### src/design/mals_pkg.sv
// ----------------------------------------------------------------------------
// mals_pkg: shared types and constants of the moving average line sensor
// Holds the channel count, field widths, register indexes and the lane
// control group.
// ----------------------------------------------------------------------------
package mals_pkg;

    localparam int CHANNEL_COUNT  = 4;
    localparam int THRESH_BITS    = 12;
    localparam int AVG_BITS       = 12;
    localparam int BITMAP_BITS    = CHANNEL_COUNT;
    localparam int CFG_INDEX_BITS = 4;

    localparam logic [THRESH_BITS-1:0] THRESH_RESET = 12'd400;

    // configuration register indexes
    localparam logic [CFG_INDEX_BITS-1:0] REG_THRESHOLD_CH0 = 4'd0;
    localparam logic [CFG_INDEX_BITS-1:0] REG_THRESHOLD_CH1 = 4'd1;
    localparam logic [CFG_INDEX_BITS-1:0] REG_THRESHOLD_CH2 = 4'd2;
    localparam logic [CFG_INDEX_BITS-1:0] REG_THRESHOLD_CH3 = 4'd3;

    // pipeline strobes shared by all lanes
    typedef struct packed {
        logic accept;   // input request taken: write ring, update running sum
        logic advance;  // running sum moves into the divide stage
    } lane_ctrl_t;

endpackage

### src/design/mals_lane.sv
// ----------------------------------------------------------------------------
// mals_lane: one channel of the moving average
// Keeps the ring of recent samples and a running sum, and divides the sum by
// the window length through a reciprocal multiply.
// ----------------------------------------------------------------------------
module mals_lane #(
    parameter int WINDOW_LEN  = 5,
    parameter int SAMPLE_BITS = 12,
    parameter int SLOT_BITS   = 3
) (
    input  logic                   clk,
    input  logic                   rst_n,
    input  mals_pkg::lane_ctrl_t   ctrl,
    input  logic [SLOT_BITS-1:0]   slot,
    input  logic [SAMPLE_BITS-1:0] sample,
    output logic [SAMPLE_BITS-1:0] quot
);

    localparam int SUM_BITS  = SAMPLE_BITS + $clog2(WINDOW_LEN);
    // exact floor division for every sum below 2**SUM_BITS
    localparam int SHIFT     = SUM_BITS + $clog2(WINDOW_LEN);
    localparam int PROD_BITS = SUM_BITS + SHIFT;
    localparam logic [SHIFT-1:0] RECIP =
        SHIFT'(((64'd1 << SHIFT) + 64'(WINDOW_LEN) - 64'd1) / 64'(WINDOW_LEN));

    logic [SAMPLE_BITS-1:0] ring_reg [WINDOW_LEN];
    logic [SUM_BITS-1:0]    sum_reg;
    logic [SUM_BITS-1:0]    sum_next;
    logic [SAMPLE_BITS-1:0] quot_reg;
    logic [PROD_BITS-1:0]   prod;

    // drop the overwritten sample, add the new one
    assign sum_next = sum_reg + SUM_BITS'(sample) - SUM_BITS'(ring_reg[slot]);
    assign prod     = PROD_BITS'(sum_reg) * PROD_BITS'(RECIP);

    always_ff @(posedge clk or negedge rst_n)
    begin
        if (!rst_n)
        begin
            for (int k = 0; k < WINDOW_LEN; k++)
            begin
                ring_reg[k] <= '0;
            end
            sum_reg <= '0;
        end
        else if (ctrl.accept)
        begin
            ring_reg[slot] <= sample;
            sum_reg        <= sum_next;
        end
    end

    always_ff @(posedge clk)
    begin
        if (ctrl.advance)
        begin
            quot_reg <= prod[SHIFT +: SAMPLE_BITS];
        end
    end

    assign quot = quot_reg;

endmodule

### src/design/mals_merge.sv
// ----------------------------------------------------------------------------
// mals_merge: result stage
// Compares each lane's average with its threshold, packs the bitmap and
// holds the result register toward the output channel.
// ----------------------------------------------------------------------------
module mals_merge #(
    parameter int SAMPLE_BITS = 12
) (
    input  logic                                   clk,
    input  logic                                   rst_n,
    input  logic                                   lane_valid,
    output logic                                   lane_ready,
    input  logic [SAMPLE_BITS-1:0]                 quot [mals_pkg::CHANNEL_COUNT],
    input  logic [mals_pkg::THRESH_BITS-1:0]       thresh [mals_pkg::CHANNEL_COUNT],
    output logic                                   out_valid,
    input  logic                                   out_ready,
    output logic [mals_pkg::AVG_BITS-1:0]          avg [mals_pkg::CHANNEL_COUNT],
    output logic [mals_pkg::BITMAP_BITS-1:0]       bitmap
);

    localparam int CMP_BITS =
        (SAMPLE_BITS > mals_pkg::THRESH_BITS) ? SAMPLE_BITS : mals_pkg::THRESH_BITS;

    logic                              valid_reg;
    logic                              load;
    logic [mals_pkg::BITMAP_BITS-1:0]  bitmap_next;
    logic [mals_pkg::BITMAP_BITS-1:0]  bitmap_reg;
    logic [mals_pkg::AVG_BITS-1:0]     avg_reg [mals_pkg::CHANNEL_COUNT];

    assign lane_ready = !valid_reg || out_ready;
    assign load       = lane_valid && lane_ready;

    // channel 0 lands in the top bit
    always_comb
    begin
        for (int c = 0; c < mals_pkg::CHANNEL_COUNT; c++)
        begin
            bitmap_next[mals_pkg::CHANNEL_COUNT-1-c] =
                (CMP_BITS'(quot[c]) < CMP_BITS'(thresh[c]));
        end
    end

    always_ff @(posedge clk or negedge rst_n)
    begin
        if (!rst_n)
        begin
            valid_reg <= 1'b0;
        end
        else if (load)
        begin
            valid_reg <= 1'b1;
        end
        else if (out_ready)
        begin
            valid_reg <= 1'b0;
        end
    end

    always_ff @(posedge clk)
    begin
        if (load)
        begin
            for (int c = 0; c < mals_pkg::CHANNEL_COUNT; c++)
            begin
                avg_reg[c] <= mals_pkg::AVG_BITS'(quot[c]);
            end
            bitmap_reg <= bitmap_next;
        end
    end

    assign out_valid = valid_reg;
    assign avg       = avg_reg;
    assign bitmap    = bitmap_reg;

endmodule

### src/design/moving_average_line_sensor_top.sv
// ----------------------------------------------------------------------------
// moving_average_line_sensor_top: four-channel boxcar average with line bits
// Averages the last WINDOW_LEN samples of each channel and flags channels
// whose average lies below their threshold register.
// ----------------------------------------------------------------------------
//  channel | signals                                        | role
//  in      | in_valid, in_ready, sample_ch0..3              | one sample per channel
//  out     | out_valid, out_ready, avg_ch0..3, below_bitmap | averages, below bits
//  cfg     | cfg_valid, cfg_ready, cfg_index, cfg_data      | threshold writes
//
//  one request per cycle while the output does not stall; a result is offered once its
//  request has passed the running sum register, then the reciprocal multiply into the
//  quotient register, then the compare into the result register
//  reset clears the sample rings, running sums and slot, thresholds go to 400
//  a stalled output holds the pipeline; each stage still fills while empty
//  cfg_ready is always high
// ----------------------------------------------------------------------------
module moving_average_line_sensor_top #(
    parameter int WINDOW_LEN  = 5,
    parameter int SAMPLE_BITS = 12
) (
    input  logic                                  clk,
    input  logic                                  rst_n,
    input  logic                                  in_valid,
    output logic                                  in_ready,
    input  logic [SAMPLE_BITS-1:0]                sample_ch0,
    input  logic [SAMPLE_BITS-1:0]                sample_ch1,
    input  logic [SAMPLE_BITS-1:0]                sample_ch2,
    input  logic [SAMPLE_BITS-1:0]                sample_ch3,
    output logic                                  out_valid,
    input  logic                                  out_ready,
    output logic [mals_pkg::AVG_BITS-1:0]         avg_ch0,
    output logic [mals_pkg::AVG_BITS-1:0]         avg_ch1,
    output logic [mals_pkg::AVG_BITS-1:0]         avg_ch2,
    output logic [mals_pkg::AVG_BITS-1:0]         avg_ch3,
    output logic [mals_pkg::BITMAP_BITS-1:0]      below_bitmap,
    input  logic                                  cfg_valid,
    output logic                                  cfg_ready,
    input  logic [mals_pkg::CFG_INDEX_BITS-1:0]   cfg_index,
    input  logic [mals_pkg::THRESH_BITS-1:0]      cfg_data
);

    localparam int SLOT_BITS = $clog2(WINDOW_LEN);
    localparam logic [SLOT_BITS-1:0] SLOT_LAST = SLOT_BITS'(WINDOW_LEN - 1);

    logic [mals_pkg::THRESH_BITS-1:0] thresh_reg [mals_pkg::CHANNEL_COUNT];
    logic [SLOT_BITS-1:0]             slot_reg;
    logic                             sum_valid_reg;
    logic                             quot_valid_reg;
    logic                             quot_ready;
    logic                             merge_ready;
    logic                             accept;
    mals_pkg::lane_ctrl_t             ctrl;
    logic [SAMPLE_BITS-1:0]           sample [mals_pkg::CHANNEL_COUNT];
    logic [SAMPLE_BITS-1:0]           quot [mals_pkg::CHANNEL_COUNT];
    logic [mals_pkg::AVG_BITS-1:0]    avg [mals_pkg::CHANNEL_COUNT];

    assign sample[0] = sample_ch0;
    assign sample[1] = sample_ch1;
    assign sample[2] = sample_ch2;
    assign sample[3] = sample_ch3;

    assign quot_ready   = !quot_valid_reg || merge_ready;
    assign in_ready     = !sum_valid_reg || quot_ready;
    assign accept       = in_valid && in_ready;
    assign ctrl.accept  = accept;
    assign ctrl.advance = sum_valid_reg && quot_ready;
    assign cfg_ready    = 1'b1;

    always_ff @(posedge clk or negedge rst_n)
    begin
        if (!rst_n)
        begin
            slot_reg       <= '0;
            sum_valid_reg  <= 1'b0;
            quot_valid_reg <= 1'b0;
        end
        else
        begin
            if (accept)
            begin
                slot_reg <= (slot_reg == SLOT_LAST) ? '0 : slot_reg + 1'b1;
            end
            if (accept)
            begin
                sum_valid_reg <= 1'b1;
            end
            else if (quot_ready)
            begin
                sum_valid_reg <= 1'b0;
            end
            if (ctrl.advance)
            begin
                quot_valid_reg <= 1'b1;
            end
            else if (merge_ready)
            begin
                quot_valid_reg <= 1'b0;
            end
        end
    end

    always_ff @(posedge clk or negedge rst_n)
    begin
        if (!rst_n)
        begin
            for (int c = 0; c < mals_pkg::CHANNEL_COUNT; c++)
            begin
                thresh_reg[c] <= mals_pkg::THRESH_RESET;
            end
        end
        else if (cfg_valid)
        begin
            unique case (cfg_index)
                mals_pkg::REG_THRESHOLD_CH0: thresh_reg[0] <= cfg_data;
                mals_pkg::REG_THRESHOLD_CH1: thresh_reg[1] <= cfg_data;
                mals_pkg::REG_THRESHOLD_CH2: thresh_reg[2] <= cfg_data;
                mals_pkg::REG_THRESHOLD_CH3: thresh_reg[3] <= cfg_data;
                default: ;  // unknown index, write dropped
            endcase
        end
    end

    for (genvar c = 0; c < mals_pkg::CHANNEL_COUNT; c++)
    begin : g_lane
        mals_lane #(
            .WINDOW_LEN  (WINDOW_LEN),
            .SAMPLE_BITS (SAMPLE_BITS),
            .SLOT_BITS   (SLOT_BITS)
        ) u_lane (
            .clk    (clk),
            .rst_n  (rst_n),
            .ctrl   (ctrl),
            .slot   (slot_reg),
            .sample (sample[c]),
            .quot   (quot[c])
        );
    end

    mals_merge #(
        .SAMPLE_BITS (SAMPLE_BITS)
    ) u_merge (
        .clk        (clk),
        .rst_n      (rst_n),
        .lane_valid (quot_valid_reg),
        .lane_ready (merge_ready),
        .quot       (quot),
        .thresh     (thresh_reg),
        .out_valid  (out_valid),
        .out_ready  (out_ready),
        .avg        (avg),
        .bitmap     (below_bitmap)
    );

    assign avg_ch0 = avg[0];
    assign avg_ch1 = avg[1];
    assign avg_ch2 = avg[2];
    assign avg_ch3 = avg[3];

endmodule

### config.mk
export PLATFORM = sky130hd
export DESIGN_NAME = moving_average_line_sensor_top
export DESIGN_NICKNAME = d
export VERILOG_FILES = /design/src/design/mals_pkg.sv /design/src/design/mals_lane.sv /design/src/design/mals_merge.sv /design/src/design/moving_average_line_sensor_top.sv
export SDC_FILE = /design/constraint.sdc
export NUM_CORES = 2
export LEC_CHECK = 0
export BUFFER_PORTS_ARGS = -buffer_cell sky130_fd_sc_hd__buf_2
export CAP_MARGIN = 5
export CORE_MARGIN = 4
export CORE_UTILIZATION = 30
export DETAILED_ROUTE_END_ITERATION = 7
export GPL_ROUTABILITY_DRIVEN = 0
export GPL_TIMING_DRIVEN = 0
export PLACE_DENSITY_LB_ADDON = 0.08
export SLEW_MARGIN = 10
export SYNTH_ARGS = -nofsm -noshare
export SYNTH_HDL_FRONTEND = slang
export SYNTH_HIERARCHICAL = 1
export SYNTH_SLANG_ARGS = --single-unit
export TNS_END_PERCENT = 10
### constraint.sdc
create_clock -name clk -period 6.33 [get_ports clk]
set_clock_uncertainty 0.15 [all_clocks]
set_input_delay 1.266 -clock clk [delete_from_list [all_inputs] [get_ports clk]]
set_output_delay 1.266 -clock clk [all_outputs]
set_load 0.01 [all_outputs]
==> run summary <==
Status: complete, no violations
Number of synthesized flops with an enable pin: 100
Worst-Margin Slew: 1.16 ns
Clk slew on worst S/H paths: 0.06 ns
Xor/xnor cell area share of the yosys netlist: 3.00%
Number of buffers inserted by port buffering: 122
Adder-cell share of the synthesized area: 32.9%
Critical path endpoint category: flop
Clk Latency, worst-skew pair: 0.66 ns
Setup TNS: 0 ns
Largest family of logic cells by synthesized area: adder cells
GR Util met3: 1.62%
Post-synthesis sequential area ratio: 32.0%
Total iterations of the first detailed-routing run: 5
Cells after synthesis: 3355
Total global-route track usage: 14.5%
Critical Path Source: g_lane[1].u_lane/sum_reg[13]
GR Util met2: 22.1%
Hpwl dp: 73600 um
Root Driver: clkbuf_16
Slew Viols, Final: 0
Worst Setup Start Kind: flop
Synthesis-to-finish area growth: 13.0%
Compound-Gate Fraction of Synth Area: 9.48%
GR Layer Usage met1: 21.9%
Most Used Layer, Global Route: met2
Req. time, crit path: 6.56 ns
Post-placement cell count: 5107
Synth top area cells: dfrtp_1, ha_1, fa_1
Post-synth top area cell: dfrtp_1
Ys Warns: 6
Via density: 4.54
Routed vias: 23700
Detailed Route Iter0 Violations: 1032
Remaining DRCs: 0
Hold buffers post-CTS: 0
Num rows: 128
Final wirelength: 92700 um
CTS tree: yes
CP max FO: 7
# clock sinks: 454
CTS H-tree depth: 2
Largest register FFs: 240
Post-CTS sizing: 0
Post-synthesis async set-or-reset flop share: 78.0%
Worst EP arrival: 6.17 ns
RR Startpoint: g_lane[1].u_lane/sum_reg[13]
Final std cells w/o fill: 5219
Post-DRT Antenna Nets: 0
Hold Vio Cnt, Final: 0
Chip height: 360 um
Mux cell area share after synthesis: 9.95%
Core ar.: 122000 sq um
# IOs: 124
First-pass GRT wire length: 149000 um
CTS Buffer Depth: 3
Setup violators final: 0
Floorplan die width: 360 um
Number of global-route vias before repair: 25500
Hold Crit Class: flop to flop
Dominant synthesized flop cell: dfrtp_1
Die Area: 129000 sq um
Layout cells sized above 1: 16.4%
Tmin final: 5.94 ns
Largest net degree at the start of global routing: 94
Antenna violations before repair: 0
Starting Density: 30.3%
Drt wl/cell: 17.8 um
Slew headroom: 22.9%
FF+latch count, synth: 454
Final period util: 93.9%
Count of cell types in the netlist: 81
Final net count: 4426
Max-cap violations: 0
Syn Nets: 4238
Synthesized area: 37100 sq um
RSZ-0062 raised after global routing: no
Min-delay src: g_lane[3].u_lane/quot[5]
CTS buffer count: 59
Syn avg cell area: 11.0 sq um
Remaining global-route overflow: 0
Max Fclk: 168 MHz
Setup Fix Bufs, Post-CTS: 0
Share of the synthesized area in the top cell type: 23.1%
Simple-Gate Fraction of Synth Area: 5.42%
Critical path class: flop to flop
[path summary, 6_finish.rpt]
| kind | endpoint | slack, ns | depth (start not counted) |
|---|---|---|---|
| worst max register to register | g_lane[1].u_lane/quot[5] | 0.39 | 19 |
| worst max-delay path | g_lane[1].u_lane/quot[5] | 0.39 | 19 |
| min in group asynchronous | g_lane[3].u_lane/ring_reg[40] | 0.34 | 1 |
| worst min-delay path | u_merge/avg[5] | 0.30 | 0 |
| max in group asynchronous | thresh_reg[19] | 4.48 | 3 |
| worst min register to register | u_merge/avg[5] | 0.30 | 0 |
[cells in the final DEF, fill, tap and decap left out, types with 8 or more instances in the layout]
cell	n
edfxtp_1	100
clkbuf_1	58
ha_1	544
buf_2	133
o21a_1	15
a21o_1	51
a211oi_1	13
nand2_1	145
inv_1	624
and2_1	11
buf_1	10
clkinv_2	14
or2_2	8
o211ai_1	17
nand4_1	19
dfstp_2	12
nor2b_1	27
mux2i_1	49
nor2_1	85
clkbuf_16	60
mux2_2	272
a31oi_1	13
dfrtp_1	341
nand3_1	39
o21ai_0	127
nand2b_1	21
xor2_1	53
xnor2_1	74
o22ai_1	43
a22oi_1	50
a21oi_1	112
clkbuf_8	9
fa_1	270
[layer usage]
layer | wire (um) | part of all wire (%) | vias up
li1 | - | - | 11800
met1 | 48800 | 53 | 11600
met2 | 39900 | 43 | 263
met3 | 2470 | 2.7 | 77
met4 | 1540 | 1.7 | 0
met5 | 0 | 0 | -
[cell usage after synthesis (all sizes together), types with 39 or more instances]
master	number
inv	624
a22oi	50
nor2	85
xnor2	74
xor2	53
ha	544
fa	270
mux2i	49
a21o	55
nand2	145
a21oi	118
edfxtp	100
nand3	39
mux2	272
dfrtp	342
o22ai	43
clkbuf	45
o21ai	140
[critical path, cell delays in order (launching register included)]
cell and delay (ns):
dfrtp_1 0.44, inv_1 0.10, ha_1 0.38, fa_1 0.60, fa_1 0.54, inv_1 0.05, ha_1 0.31, a21o_1 0.23
fa_1 0.51, inv_1 0.05, fa_1 0.53, inv_1 0.04, ha_1 0.33, nand2_1 0.07, a21oi_1 0.04, a211o_1 0.31
a221oi_4 0.49, o211ai_2 0.14, a31o_1 0.23, xor2_1 0.14
[cell families (layout without fill, tap and decap cells)]
| logic type | count (synthesis) | after routing |
|---|---|---|
| xor+xnor | 127 | 127 |
| other cells | 1 | 2 |
| simple gates | 409 | 409 |
| mux | 327 | 327 |
| flops | 454 | 454 |
| compound gates | 527 | 527 |
| buf+inv | 696 | 934 |
| fa+ha+maj | 814 | 814 |
[layout make-up]
type                            count  area (sq um)
Buffer                             72           312
Tap cell                         1625          2030
Fill cell                       12400         80300
Clock buffer                       82          1670
Antenna cell                        1          2.50
Inverter                          624          2340
Timing Repair Buffer              127           758
Clock inverter                     29           352
Multi-Input combinational cell   2205         22500
Sequential cell                   454         11900
[stage by stage]
| stage | area, sq um | hold slack, ns | setup WS [ns] | util, % |
|---|---|---|---|---|
| after floorplan | 37100 | 0.277 | 0.866 | - |
| after global placement | 39700 | 0.303 | -4.24 | 32.5 |
| after detailed placement | 39900 | 0.297 | 0.349 | 32.6 |
| after CTS | 41900 | 0.288 | 0.314 | 34.3 |
| after global routing | 41900 | 0.317 | 0.102 | 34.3 |
| final | 41900 | 0.301 | 0.388 | 34.3 |
Power is left out: the tool's default activity adds up to more than one toggle a clock period on the data nets, which glitch-free logic cannot reach.
